**src/rtl/tem_pkg.sv**
```systemverilog
// ----------------------------------------------------------------------------
// tem_pkg: shared types and constants of the trajectory extrema block
// Holds the request and result payloads, the extrema record, the divider
// handshake structs, the sequencer states and the register indexes.
// ----------------------------------------------------------------------------
`timescale 1ns / 1ps
`default_nettype none

package tem_pkg;

  // Fraction bits of the three ratio outputs.
  localparam int RATIO_FRAC_BITS = 16;

  // Field widths.
  localparam int TIME_W  = 48;
  localparam int RAD_W   = 32;
  localparam int TEMP_W  = 32;
  localparam int PRES_W  = 48;
  localparam int VEL_W   = 32;
  localparam int RATIO_W = 32;
  localparam int FLAGS_W = 6;
  localparam int SPEED_W = 31;

  // Configuration port.
  localparam int CFG_IDX_W  = 3;
  localparam int CFG_DATA_W = 48;

  // Serial divider: one quotient bit per cycle over the scaled dividend.
  localparam int DIV_W     = 48;
  localparam int NUM_W     = DIV_W + RATIO_FRAC_BITS;
  localparam int DIV_STEPS = NUM_W;
  localparam int CNT_W     = $clog2(DIV_STEPS + 1);

  // Flag bit positions.
  localparam int FLAG_NEAR  = 0;
  localparam int FLAG_COMP  = 1;
  localparam int FLAG_HEAT  = 2;
  localparam int FLAG_PRES  = 3;
  localparam int FLAG_SPEED = 4;
  localparam int FLAG_ALL   = 5;

  typedef enum logic [CFG_IDX_W-1:0] {
    CFG_INITIAL_RADIUS      = 3'd0,
    CFG_INITIAL_TEMPERATURE = 3'd1,
    CFG_STATIC_PRESSURE     = 3'd2,
    CFG_CORE_RADIUS         = 3'd3,
    CFG_MIN_COMPRESSION     = 3'd4,
    CFG_MIN_TEMPERATURE     = 3'd5,
    CFG_MIN_PRESSURE        = 3'd6,
    CFG_MIN_INWARD_SPEED    = 3'd7
  } tem_cfg_idx_e;

  typedef enum logic [2:0] {
    ST_IDLE,
    ST_CR,
    ST_TG,
    ST_PG,
    ST_EMIT
  } tem_state_e;

  typedef struct packed {
    logic [TIME_W-1:0]       sample_time;
    logic [RAD_W-1:0]        radius;
    logic [TEMP_W-1:0]       gas_temp;
    logic [PRES_W-1:0]       gas_pressure;
    logic signed [VEL_W-1:0] wall_velocity;
    logic                    last;
  } tem_sample_t;

  typedef struct packed {
    logic [RAD_W-1:0]   least_radius;
    logic [TIME_W-1:0]  least_radius_time;
    logic [TEMP_W-1:0]  peak_temp;
    logic [TIME_W-1:0]  peak_temp_time;
    logic [PRES_W-1:0]  peak_pressure;
    logic [TIME_W-1:0]  peak_pressure_time;
    logic [VEL_W-1:0]   peak_inward;
    logic [TIME_W-1:0]  peak_inward_time;
  } tem_extrema_t;

  typedef struct packed {
    logic [RAD_W-1:0]   least_radius;
    logic [TIME_W-1:0]  least_radius_time;
    logic [TEMP_W-1:0]  peak_temp;
    logic [TIME_W-1:0]  peak_temp_time;
    logic [PRES_W-1:0]  peak_pressure;
    logic [TIME_W-1:0]  peak_pressure_time;
    logic [VEL_W-1:0]   peak_inward;
    logic [TIME_W-1:0]  peak_inward_time;
    logic [RATIO_W-1:0] compression_ratio;
    logic [RATIO_W-1:0] temp_gain;
    logic [RATIO_W-1:0] pressure_gain;
    logic [FLAGS_W-1:0] flags;
  } tem_result_t;

  typedef struct packed {
    logic             start;
    logic [DIV_W-1:0] num;
    logic [DIV_W-1:0] den;
  } tem_div_req_t;

  typedef struct packed {
    logic               done;
    logic [RATIO_W-1:0] quot;
  } tem_div_rsp_t;

endpackage

`default_nettype wire

```
**src/rtl/tem_ifs.sv**
```systemverilog
// ----------------------------------------------------------------------------
// tem_ifs: sample and result channels
// Valid/ready channels; a request moves at a clock edge with both high.
// ----------------------------------------------------------------------------
`timescale 1ns / 1ps
`default_nettype none

interface tem_sample_if;
  logic                 valid;
  logic                 ready;
  tem_pkg::tem_sample_t data;

  modport source (output valid, output data, input ready);
  modport sink (input valid, input data, output ready);
endinterface

interface tem_result_if;
  logic                 valid;
  logic                 ready;
  tem_pkg::tem_result_t data;

  modport source (output valid, output data, input ready);
  modport sink (input valid, input data, output ready);
endinterface

`default_nettype wire

```
**src/rtl/tem_tracker.sv**
```systemverilog
// ----------------------------------------------------------------------------
// tem_tracker: running extrema of one trajectory
// Compares each accepted sample against the stored extrema and latches the
// new value and its time on a strict improvement. The first sample seeds.
// ----------------------------------------------------------------------------
`timescale 1ns / 1ps
`default_nettype none

module tem_tracker (
  input  wire logic                  clk_i,
  input  wire logic                  rst_ni,
  input  wire logic                  upd_i,
  input  wire tem_pkg::tem_sample_t  sample_i,
  output tem_pkg::tem_extrema_t      ext_o
);

  logic                           first_q;
  tem_pkg::tem_extrema_t          ext_q;
  tem_pkg::tem_extrema_t          ext_d;
  logic                           inward;
  logic [tem_pkg::VEL_W-1:0]      speed;

  // Inward speed is the magnitude of a negative velocity.
  always_comb begin
    inward = sample_i.wall_velocity[tem_pkg::VEL_W-1];
    speed  = (~sample_i.wall_velocity) + tem_pkg::VEL_W'(1);
  end

  // Seed or update the extrema.
  always_comb begin
    ext_d = ext_q;
    if (first_q) begin
      ext_d.least_radius       = sample_i.radius;
      ext_d.least_radius_time  = sample_i.sample_time;
      ext_d.peak_temp          = sample_i.gas_temp;
      ext_d.peak_temp_time     = sample_i.sample_time;
      ext_d.peak_pressure      = sample_i.gas_pressure;
      ext_d.peak_pressure_time = sample_i.sample_time;
      if (inward) begin
        ext_d.peak_inward      = speed;
        ext_d.peak_inward_time = sample_i.sample_time;
      end else begin
        ext_d.peak_inward      = '0;
        ext_d.peak_inward_time = '0;
      end
    end else begin
      if (sample_i.radius < ext_q.least_radius) begin
        ext_d.least_radius      = sample_i.radius;
        ext_d.least_radius_time = sample_i.sample_time;
      end
      if (sample_i.gas_temp > ext_q.peak_temp) begin
        ext_d.peak_temp      = sample_i.gas_temp;
        ext_d.peak_temp_time = sample_i.sample_time;
      end
      if (sample_i.gas_pressure > ext_q.peak_pressure) begin
        ext_d.peak_pressure      = sample_i.gas_pressure;
        ext_d.peak_pressure_time = sample_i.sample_time;
      end
      if (inward && (speed > ext_q.peak_inward)) begin
        ext_d.peak_inward      = speed;
        ext_d.peak_inward_time = sample_i.sample_time;
      end
    end
  end

  // The sample after a last one starts a new trajectory.
  always_ff @(posedge clk_i or negedge rst_ni) begin
    if (!rst_ni) begin
      first_q <= 1'b1;
    end else if (upd_i) begin
      first_q <= sample_i.last;
    end
  end

  always_ff @(posedge clk_i) begin
    if (upd_i) begin
      ext_q <= ext_d;
    end
  end

  assign ext_o = ext_q;

endmodule

`default_nettype wire

```
**src/rtl/tem_divider.sv**
```systemverilog
// ----------------------------------------------------------------------------
// tem_divider: shared restoring divider for the fixed-point ratios
// Produces floor(num * 2^RATIO_FRAC_BITS / den), one quotient bit a cycle,
// saturated to all ones when it does not fit, and zero for a zero divisor.
// ----------------------------------------------------------------------------
`timescale 1ns / 1ps
`default_nettype none

module tem_divider (
  input  wire logic                  clk_i,
  input  wire logic                  rst_ni,
  input  wire tem_pkg::tem_div_req_t req_i,
  output tem_pkg::tem_div_rsp_t      rsp_o
);

  logic                              busy_q, busy_d;
  logic [tem_pkg::CNT_W-1:0]         cnt_q, cnt_d;
  logic [tem_pkg::DIV_W-1:0]         rem_q, rem_d;
  logic [tem_pkg::DIV_W-1:0]         den_q, den_d;
  logic [tem_pkg::NUM_W-1:0]         dvd_q, dvd_d;
  logic [tem_pkg::RATIO_W-1:0]       quo_q, quo_d;
  logic                              ovf_q, ovf_d;
  logic [tem_pkg::DIV_W:0]           rem_ext;
  logic [tem_pkg::DIV_W:0]           diff;
  logic                              ge;
  logic                              done;

  // One restoring step: shift in the next dividend bit, try to subtract.
  always_comb begin
    rem_ext = {rem_q, dvd_q[tem_pkg::NUM_W-1]};
    diff    = rem_ext - {1'b0, den_q};
    ge      = (rem_ext >= {1'b0, den_q});
    done    = busy_q && (cnt_q == '0);
  end

  always_comb begin
    busy_d = busy_q;
    cnt_d  = cnt_q;
    rem_d  = rem_q;
    den_d  = den_q;
    dvd_d  = dvd_q;
    quo_d  = quo_q;
    ovf_d  = ovf_q;
    if (req_i.start) begin
      busy_d = 1'b1;
      rem_d  = '0;
      den_d  = req_i.den;
      dvd_d  = {req_i.num, {tem_pkg::RATIO_FRAC_BITS{1'b0}}};
      quo_d  = '0;
      ovf_d  = 1'b0;
      // A zero divisor finishes at once with a zero result.
      cnt_d  = (req_i.den == '0) ? '0 : tem_pkg::CNT_W'(tem_pkg::DIV_STEPS);
    end else if (done) begin
      busy_d = 1'b0;
    end else if (busy_q) begin
      cnt_d = cnt_q - tem_pkg::CNT_W'(1);
      rem_d = ge ? diff[tem_pkg::DIV_W-1:0] : rem_ext[tem_pkg::DIV_W-1:0];
      dvd_d = dvd_q << 1;
      // Any quotient bit pushed past the top forces saturation.
      ovf_d = ovf_q | quo_q[tem_pkg::RATIO_W-1];
      quo_d = {quo_q[tem_pkg::RATIO_W-2:0], ge};
    end
  end

  always_ff @(posedge clk_i or negedge rst_ni) begin
    if (!rst_ni) begin
      busy_q <= 1'b0;
      cnt_q  <= '0;
    end else begin
      busy_q <= busy_d;
      cnt_q  <= cnt_d;
    end
  end

  always_ff @(posedge clk_i) begin
    rem_q <= rem_d;
    den_q <= den_d;
    dvd_q <= dvd_d;
    quo_q <= quo_d;
    ovf_q <= ovf_d;
  end

  assign rsp_o.done = done;
  assign rsp_o.quot = ovf_q ? '1 : quo_q;

endmodule

`default_nettype wire

```
**src/rtl/trajectory_extrema_metrics.sv**
```systemverilog
// ----------------------------------------------------------------------------
// trajectory_extrema_metrics: extrema and ratios of a bubble trajectory
// Tracks minimum radius, peak temperature, peak pressure and peak inward
// speed with their times, and reports them with three ratios and flags.
// ----------------------------------------------------------------------------
// Samples that are not marked last may stream one per cycle. A sample
// marked last closes the trajectory: the block then drops ready while one
// shared serial divider works out the compression ratio, the temperature
// gain and the pressure gain in turn. The result sits in an output
// register until taken, and new samples are accepted while it waits.
`timescale 1ns / 1ps
`default_nettype none

module trajectory_extrema_metrics (
  input  wire logic                               clk_i,
  input  wire logic                               rst_ni,
  tem_sample_if.sink                              sample_i,
  tem_result_if.source                            result_o,
  input  wire logic                               cfg_we_i,
  input  wire logic [tem_pkg::CFG_IDX_W-1:0]      cfg_idx_i,
  input  wire logic [tem_pkg::CFG_DATA_W-1:0]     cfg_data_i
);

  // Configuration registers.
  logic [tem_pkg::RAD_W-1:0]    initial_radius_q;
  logic [tem_pkg::TEMP_W-1:0]   initial_temperature_q;
  logic [tem_pkg::PRES_W-1:0]   static_pressure_q;
  logic [tem_pkg::RAD_W-1:0]    core_radius_q;
  logic [tem_pkg::RATIO_W-1:0]  min_compression_q;
  logic [tem_pkg::TEMP_W-1:0]   min_temperature_q;
  logic [tem_pkg::PRES_W-1:0]   min_pressure_q;
  logic [tem_pkg::SPEED_W-1:0]  min_inward_speed_q;

  tem_pkg::tem_state_e          state_q, state_d;
  logic                         start_q, start_d;
  logic [tem_pkg::RATIO_W-1:0]  cr_q, cr_d;
  logic [tem_pkg::RATIO_W-1:0]  tg_q, tg_d;
  logic [tem_pkg::RATIO_W-1:0]  pg_q, pg_d;
  logic                         res_valid_q, res_valid_d;
  tem_pkg::tem_result_t         res_q, res_d;

  logic                         in_ready;
  logic                         in_accept;
  tem_pkg::tem_extrema_t        ext;
  tem_pkg::tem_div_req_t        div_req;
  tem_pkg::tem_div_rsp_t        div_rsp;
  logic [tem_pkg::FLAGS_W-1:0]  flags;
  logic [tem_pkg::RAD_W+2:0]    near_lhs;
  logic [tem_pkg::RAD_W+2:0]    near_rhs;

  assign in_ready       = (state_q == tem_pkg::ST_IDLE);
  assign in_accept      = sample_i.valid && in_ready;
  assign sample_i.ready = in_ready;

  // Configuration writes.
  always_ff @(posedge clk_i or negedge rst_ni) begin
    if (!rst_ni) begin
      initial_radius_q      <= '0;
      initial_temperature_q <= '0;
      static_pressure_q     <= '0;
      core_radius_q         <= '0;
      min_compression_q     <= '0;
      min_temperature_q     <= '0;
      min_pressure_q        <= '0;
      min_inward_speed_q    <= '0;
    end else if (cfg_we_i) begin
      case (tem_pkg::tem_cfg_idx_e'(cfg_idx_i))
        tem_pkg::CFG_INITIAL_RADIUS:      initial_radius_q <= cfg_data_i[tem_pkg::RAD_W-1:0];
        tem_pkg::CFG_INITIAL_TEMPERATURE: begin
          initial_temperature_q <= cfg_data_i[tem_pkg::TEMP_W-1:0];
        end
        tem_pkg::CFG_STATIC_PRESSURE:     static_pressure_q <= cfg_data_i[tem_pkg::PRES_W-1:0];
        tem_pkg::CFG_CORE_RADIUS:         core_radius_q <= cfg_data_i[tem_pkg::RAD_W-1:0];
        tem_pkg::CFG_MIN_COMPRESSION:     min_compression_q <= cfg_data_i[tem_pkg::RATIO_W-1:0];
        tem_pkg::CFG_MIN_TEMPERATURE:     min_temperature_q <= cfg_data_i[tem_pkg::TEMP_W-1:0];
        tem_pkg::CFG_MIN_PRESSURE:        min_pressure_q <= cfg_data_i[tem_pkg::PRES_W-1:0];
        tem_pkg::CFG_MIN_INWARD_SPEED:    begin
          min_inward_speed_q <= cfg_data_i[tem_pkg::SPEED_W-1:0];
        end
        default: ;
      endcase
    end
  end

  // Extrema tracking.
  tem_tracker u_tracker (
    .clk_i    (clk_i),
    .rst_ni   (rst_ni),
    .upd_i    (in_accept),
    .sample_i (sample_i.data),
    .ext_o    (ext)
  );

  // Shared divider; operands follow the sequencer state.
  always_comb begin
    div_req.start = start_q;
    case (state_q)
      tem_pkg::ST_CR: begin
        div_req.num = tem_pkg::DIV_W'(initial_radius_q);
        div_req.den = tem_pkg::DIV_W'(ext.least_radius);
      end
      tem_pkg::ST_TG: begin
        div_req.num = tem_pkg::DIV_W'(ext.peak_temp);
        div_req.den = tem_pkg::DIV_W'(initial_temperature_q);
      end
      default: begin
        div_req.num = ext.peak_pressure;
        div_req.den = static_pressure_q;
      end
    endcase
  end

  tem_divider u_divider (
    .clk_i  (clk_i),
    .rst_ni (rst_ni),
    .req_i  (div_req),
    .rsp_o  (div_rsp)
  );

  // Flags from the final extrema and ratios; near core is 5*r <= 6*core.
  always_comb begin
    near_lhs = (tem_pkg::RAD_W+3)'(ext.least_radius) * (tem_pkg::RAD_W+3)'(5);
    near_rhs = (tem_pkg::RAD_W+3)'(core_radius_q) * (tem_pkg::RAD_W+3)'(6);
    flags = '0;
    flags[tem_pkg::FLAG_NEAR]  = (ext.least_radius != '0) && (core_radius_q != '0) &&
                                 (near_lhs <= near_rhs);
    flags[tem_pkg::FLAG_COMP]  = (cr_q >= min_compression_q);
    flags[tem_pkg::FLAG_HEAT]  = (ext.peak_temp >= min_temperature_q);
    flags[tem_pkg::FLAG_PRES]  = (ext.peak_pressure >= min_pressure_q);
    flags[tem_pkg::FLAG_SPEED] = (ext.peak_inward >= tem_pkg::VEL_W'(min_inward_speed_q));
    flags[tem_pkg::FLAG_ALL]   = flags[tem_pkg::FLAG_COMP] && flags[tem_pkg::FLAG_HEAT] &&
                                 flags[tem_pkg::FLAG_PRES] && flags[tem_pkg::FLAG_SPEED];
  end

  // Sequencer: next state and result register loading.
  always_comb begin
    state_d     = state_q;
    start_d     = 1'b0;
    cr_d        = cr_q;
    tg_d        = tg_q;
    pg_d        = pg_q;
    res_valid_d = res_valid_q;
    res_d       = res_q;
    if (res_valid_q && result_o.ready) begin
      res_valid_d = 1'b0;
    end
    case (state_q)
      tem_pkg::ST_IDLE: begin
        if (in_accept && sample_i.data.last) begin
          state_d = tem_pkg::ST_CR;
          start_d = 1'b1;
        end
      end
      tem_pkg::ST_CR: begin
        if (div_rsp.done) begin
          cr_d    = div_rsp.quot;
          state_d = tem_pkg::ST_TG;
          start_d = 1'b1;
        end
      end
      tem_pkg::ST_TG: begin
        if (div_rsp.done) begin
          tg_d    = div_rsp.quot;
          state_d = tem_pkg::ST_PG;
          start_d = 1'b1;
        end
      end
      tem_pkg::ST_PG: begin
        if (div_rsp.done) begin
          pg_d    = div_rsp.quot;
          state_d = tem_pkg::ST_EMIT;
        end
      end
      tem_pkg::ST_EMIT: begin
        // Load the output register once it is free.
        if (!res_valid_q || result_o.ready) begin
          res_d.least_radius       = ext.least_radius;
          res_d.least_radius_time  = ext.least_radius_time;
          res_d.peak_temp          = ext.peak_temp;
          res_d.peak_temp_time     = ext.peak_temp_time;
          res_d.peak_pressure      = ext.peak_pressure;
          res_d.peak_pressure_time = ext.peak_pressure_time;
          res_d.peak_inward        = ext.peak_inward;
          res_d.peak_inward_time   = ext.peak_inward_time;
          res_d.compression_ratio  = cr_q;
          res_d.temp_gain          = tg_q;
          res_d.pressure_gain      = pg_q;
          res_d.flags              = flags;
          res_valid_d              = 1'b1;
          state_d                  = tem_pkg::ST_IDLE;
        end
      end
      default: begin
        state_d = tem_pkg::ST_IDLE;
      end
    endcase
  end

  always_ff @(posedge clk_i or negedge rst_ni) begin
    if (!rst_ni) begin
      state_q     <= tem_pkg::ST_IDLE;
      start_q     <= 1'b0;
      res_valid_q <= 1'b0;
    end else begin
      state_q     <= state_d;
      start_q     <= start_d;
      res_valid_q <= res_valid_d;
    end
  end

  always_ff @(posedge clk_i) begin
    cr_q  <= cr_d;
    tg_q  <= tg_d;
    pg_q  <= pg_d;
    res_q <= res_d;
  end

  assign result_o.valid = res_valid_q;
  assign result_o.data  = res_q;

endmodule

`default_nettype wire

```
**src/flat_wrapper.sv**
```systemverilog
// flat-port wrapper written by rule: the top's interface ports become plain ports
module trajectory_extrema_metrics_flat 
  (clk_i, rst_ni, cfg_we_i, cfg_idx_i, cfg_data_i, sample_i_valid, sample_i_data, sample_i_ready, result_o_valid, result_o_data, result_o_ready);
  tem_sample_if sample_i_i ();
  tem_result_if result_o_i ();
  input  wire logic clk_i;
  input  wire logic rst_ni;
  input  wire logic cfg_we_i;
  input  wire logic [tem_pkg::CFG_IDX_W-1:0] cfg_idx_i;
  input  wire logic [tem_pkg::CFG_DATA_W-1:0] cfg_data_i;
  input wire logic [$bits(sample_i_i.valid)-1:0] sample_i_valid;
  input wire logic [$bits(sample_i_i.data)-1:0] sample_i_data;
  output wire logic [$bits(sample_i_i.ready)-1:0] sample_i_ready;
  output wire logic [$bits(result_o_i.valid)-1:0] result_o_valid;
  output wire logic [$bits(result_o_i.data)-1:0] result_o_data;
  input wire logic [$bits(result_o_i.ready)-1:0] result_o_ready;
  assign sample_i_i.valid = sample_i_valid;
  assign sample_i_i.data = sample_i_data;
  assign sample_i_ready = sample_i_i.ready;
  assign result_o_valid = result_o_i.valid;
  assign result_o_data = result_o_i.data;
  assign result_o_i.ready = result_o_ready;
  trajectory_extrema_metrics u_core (.clk_i(clk_i), .rst_ni(rst_ni), .sample_i(sample_i_i), .result_o(result_o_i), .cfg_we_i(cfg_we_i), .cfg_idx_i(cfg_idx_i), .cfg_data_i(cfg_data_i));
endmodule
```
**config.mk**
```make
export PLATFORM = sky130hd
export DESIGN_NAME = trajectory_extrema_metrics_flat
export DESIGN_NICKNAME = d
export VERILOG_FILES = /design/src/rtl/tem_pkg.sv /design/src/rtl/tem_ifs.sv /design/src/rtl/tem_tracker.sv /design/src/rtl/tem_divider.sv /design/src/rtl/trajectory_extrema_metrics.sv /design/src/flat_wrapper.sv
export SDC_FILE = /design/constraint.sdc
export NUM_CORES = 2
export LEC_CHECK = 0
export ABC_AREA = 1
export BUFFER_PORTS_ARGS = -buffer_cell sky130_fd_sc_hd__buf_2
export CELL_PAD_IN_SITES_DETAIL_PLACEMENT = 0
export CELL_PAD_IN_SITES_GLOBAL_PLACEMENT = 1
export CORE_MARGIN = 4
export CORE_UTILIZATION = 50
export CTS_BUF_LIST = sky130_fd_sc_hd__clkbuf_8
export DETAILED_ROUTE_END_ITERATION = 16
export PLACE_DENSITY = 0.83
export SLEW_MARGIN = 40
export SYNTH_ARGS = -nofsm -noshare
export SYNTH_HDL_FRONTEND = slang
export SYNTH_SLANG_ARGS = --single-unit
```
**constraint.sdc**
```tcl
create_clock -name clk_i -period 45.1 [get_ports clk_i]
set_input_delay 2.255 -clock clk_i [delete_from_list [all_inputs] [get_ports clk_i]]
set_output_delay 2.255 -clock clk_i [all_outputs]
set_load 0.01 [all_outputs]
```
==> summary.json <==
{
  "logic_synthesis": {
    "syn-num-nets": 6600,
    "synthesized_area_fraction_occupied_by_and_or_nand_nor_cells": 0.126,
    "synth.yosys.seq_area_share": 0.611,
    "compound_gate_fraction_of_synth_area": 0.0890,
    "synth.top_cell.area_share": 0.465,
    "synth_top_flop_cell": "sky130_fd_sc_hd__edfxtp_1",
    "xor_xnor_portion_of_the_synthesized_cell_area": 0.0143,
    "synth_top_family_by_area": "simple AND/OR/NAND/NOR gates",
    "post_synthesis_mux_area_share": 0,
    "synth-warning-count": 0,
    "synthesized_netlist_cell_count": 5869,
    "synth.area.top_cells": "sky130_fd_sc_hd__edfxtp_1 46%, sky130_fd_sc_hd__dfrtp_1 12%, sky130_fd_sc_hd__ha_1 9.6%",
    "post_synth_instance_area_um2": 62400,
    "synth_top_cell_by_area": "sky130_fd_sc_hd__edfxtp_1",
    "post_synth_fa_ha_maj_area_fraction": 0.0969,
    "synth-edff-count": 966,
    "synth_async_reset_ratio": 0.223,
    "yosysUniqueCellTypes": 54,
    "postSynthAreaPerCell_um2": 10.6,
    "yosys_register_bits": 1348
  },
  "setup_path": {
    "timing.reg2reg.worst_path_depth": 8,
    "cp_cell_sequence": "buf_2 > nor2_1 > nor2_4 > buf_6 > buf_6 > buf_6 > buf_6 > buf_6",
    "critPathSlowestCell": "sky130_fd_sc_hd__buf_6",
    "origin_of_the_critical_flop_to_flop_path": "u_core.state_q[1]",
    "timing.critical_path.from": "result_o_ready",
    "critical-path-top-cell-by-count": "sky130_fd_sc_hd__buf_6",
    "worstPathArrival_ns": 6.34,
    "timing.setup.critical_path_class": "input port to flop",
    "cell_family_with_most_cp_delay": "buffers and inverters",
    "path_buf_inv": 6,
    "critPathMaxStageDelay_ns": 0.67,
    "kind_of_end_point_of_the_critical_path": "flop",
    "worstSetupStartpointType": "input port",
    "worstPathRequired_ns": 45.64,
    "critical_path.max_fanout": 88,
    "timing.critical_path.depth": 8
  },
  "pwr": {
    "ir_worst_vdd_mv": 0.0404,
    "total_power_uw": 4100,
    "static-leakage-power_uw": 0.0326,
    "cellPowerDensity_nw_per_um2": 56.7
  },
  "clocking": {
    "cts_inserted_buffers": 212,
    "cts_tree": "yes",
    "clock_tree.htree_level_count": 4,
    "cts.repair.resized": 0,
    "postCtsSetupBuffers": 0,
    "clock_sink_count": 1348,
    "cts_hold_buffers": 0,
    "path_clk_slew_ns": 0.06,
    "worstSkewPairLatency_ns": 0.96,
    "clock-root-buffer": "sky130_fd_sc_hd__clkbuf_8",
    "ctsLongestPathBuffers": 3
  },
  "hold_path": {
    "min_from": "u_core.u_tracker.ext_o[288]",
    "depth_of_the_worst_hold_timing_path": 0,
    "worst_hold_path_type": "flop to flop"
  },
  "global_routing": {
    "antenna_found_initial": 51,
    "globalRouteTotalUtil": 0.268,
    "largest_net_degree_at_the_start_of_global_routing": 97,
    "global_route.overflow_total": 0,
    "first_global_vias": 44000,
    "global_route_wire_length_before_repair_um": 266000
  },
  "placed_design": {
    "dp_worst_setup_slack_ns": 37.73,
    "gp_congestion": 0.908,
    "place.port_buffers": 688,
    "post_dp_cell_area_um2": 68000,
    "detailedPlacementHpwl_um": 133000
  },
  "run_status": {
    "status": "finished, final reports clean"
  },
  "floorplan": {
    "floorplan.io_pins": 689,
    "num_rows": 129,
    "die_y_extent_um": 361,
    "floorplan.initialDensity": 0.504,
    "coreArea_um2": 124000,
    "die_area_um2": 131000,
    "floorplan.die.width_um": 361
  },
  "route": {
    "met3_wirelength_um": 13000,
    "wl_um": 177000,
    "maxUsedRoutingLayer": "met5",
    "drt_iter0_drc": 3968,
    "drc_errors": 0,
    "wire_per_inst_um": 20.7,
    "route.antenna.remaining_nets": 0,
    "met2_wire_length_um": 82000,
    "route.vias.total": 45000,
    "wl_met1_um": 76600,
    "drtPass1Iterations": 6,
    "drt-vias-per-instance": 5.28
  },
  "finish": {
    "post_route_cells_drive_above_1_share": 0.158,
    "design.final.nets": 7416,
    "layout-area-overhead-vs-synth_pct": 15.8,
    "mostFrequentLayoutCell": "sky130_fd_sc_hd__nand2_1",
    "final_cell_mix": "1154 x sky130_fd_sc_hd__nand2_1, 973 x sky130_fd_sc_hd__inv_1, 966 x sky130_fd_sc_hd__edfxtp_1, 687 x sky130_fd_sc_hd__buf_2, 479 x sky130_fd_sc_hd__ha_1",
    "design_area_um2": 72300,
    "final.fill_count": 10500
  },
  "sta": {
    "max_slew.worst_pin.slew_ns": 0.903,
    "slew_violations": 0,
    "timing_hold_violations_final": 0,
    "min_period_ns": 5.79,
    "slack_of_the_critical_path_ns": 39.31,
    "max_clock_freq_mhz": 173,
    "finClkSkew_ns": 0.0579,
    "worst_slew_margin_rel": 0.398,
    "tns_ns": 0,
    "rsz0062_at_grt": "false",
    "report.final.setup_viol": 0,
    "finalCritPeriodShare": 0.128
  },
  "run": {
    "cap_viol_max_count": 0
  }
}
## registers in the layout (all words and copies together), names as in the netlist, 48 cells and up
register and flops:
u_core.min_pressure_q 48, u_core.result_o.data 438, u_core.static_pressure_q 48, u_core.u_divider.den_q 48
u_core.u_divider.dvd_q 48, u_core.u_divider.rem_q 48, u_core.u_tracker.ext_o 336
## logic make-up (layout without fill, tap and decap cells)
kind of cell	after synthesis	count (layout)
simple gates	1903	1903
fa+ha+maj	482	482
buf+inv	1027	2029
other cells	0	21
flops	1348	1348
compound gates	1007	1007
xor+xnor	102	102
## final cells by class
| cell class | count | area [µm²] | area share |
|---|---|---|---|
| well taps | 1637 | 2050 | 0.0283 |
| clock buffers | 233 | 3210 | 0.0444 |
| clock inverters | 167 | 1030 | 0.0143 |
| repair buffers | 730 | 3920 | 0.0542 |
| flip-flops and latches | 1348 | 38200 | 0.528 |
| inverters | 899 | 3380 | 0.0467 |
| multi-input cells | 3494 | 20500 | 0.283 |
| diodes | 21 | 52.6 | 0.000727 |
## worst reg2reg max path: stages, from the launching register on
cell and delay, ns:
sky130_fd_sc_hd__dfrtp_1 0.44, sky130_fd_sc_hd__nor3_1 0.25, sky130_fd_sc_hd__inv_1 0.20, sky130_fd_sc_hd__nor2_4 0.63, sky130_fd_sc_hd__buf_6 0.54, sky130_fd_sc_hd__buf_6 0.71, sky130_fd_sc_hd__buf_6 0.61, sky130_fd_sc_hd__buf_6 0.70
sky130_fd_sc_hd__buf_6 0.71
## layer usage
metal | global-route usage | up-vias
li1 | - | 21600
met1 | 0.369 | 21500
met2 | 0.427 | 1541
met3 | 0.0585 | 281
met4 | 0.0857 | 12
met5 | 0 | -
## through the flow
stage | hold slack [ns] | cells | util
floorplan | 0.400 | 5869 | -
global placement | 0.400 | 8100 | 0.548
detailed placement | 0.405 | 8108 | 0.549
CTS | 0.397 | 8508 | 0.583
global route | 0.383 | 8522 | 0.584
finish | 0.402 | 8529 | 0.584
## worst paths after layout
| path | end | slack, ns |
|---|---|---|
| min in group asynchronous | u_core.static_pressure_q[38] | 1.28 |
| max | u_core.result_o.data[68] | 39.31 |
| max in group asynchronous | u_core.static_pressure_q[29] | 42.47 |
| min | u_core.result_o.data[390] | 0.40 |
| max reg2reg | u_core.result_o.data[68] | 39.87 |
| min reg2reg | u_core.result_o.data[390] | 0.40 |
## cell usage after synthesis (all sizes together), types with 3 or more instances
library cell  number
a211oi             7
a21boi             9
a21o               6
a21oi            309
a221oi            33
a31oi             10
a41oi              4
and2               5
and3               3
buf               31
clkbuf            97
clkinv             3
dfrtp            300
dfxtp             81
edfxtp           966
fa                 3
ha               479
inv              896
nand2           1171
nand3            141
nand3b             7
nand4             76
nor2             406
nor3              50
nor3b              3
nor4              20
o211ai            37
o21a              16
o21ai            493
o21bai            21
o221ai             5
o22ai             34
o31ai             19
or2               21
xnor2             52
xor2              50
## power breakdown
| group | total [µW] | switching (µW) | internal (µW) |
|---|---|---|---|
| clock | 1020 | 499 | 523 |
| combinational | 1350 | 908 | 445 |
| sequential | 1720 | 111 | 1610 |
(Power assumes the default switching activity.)
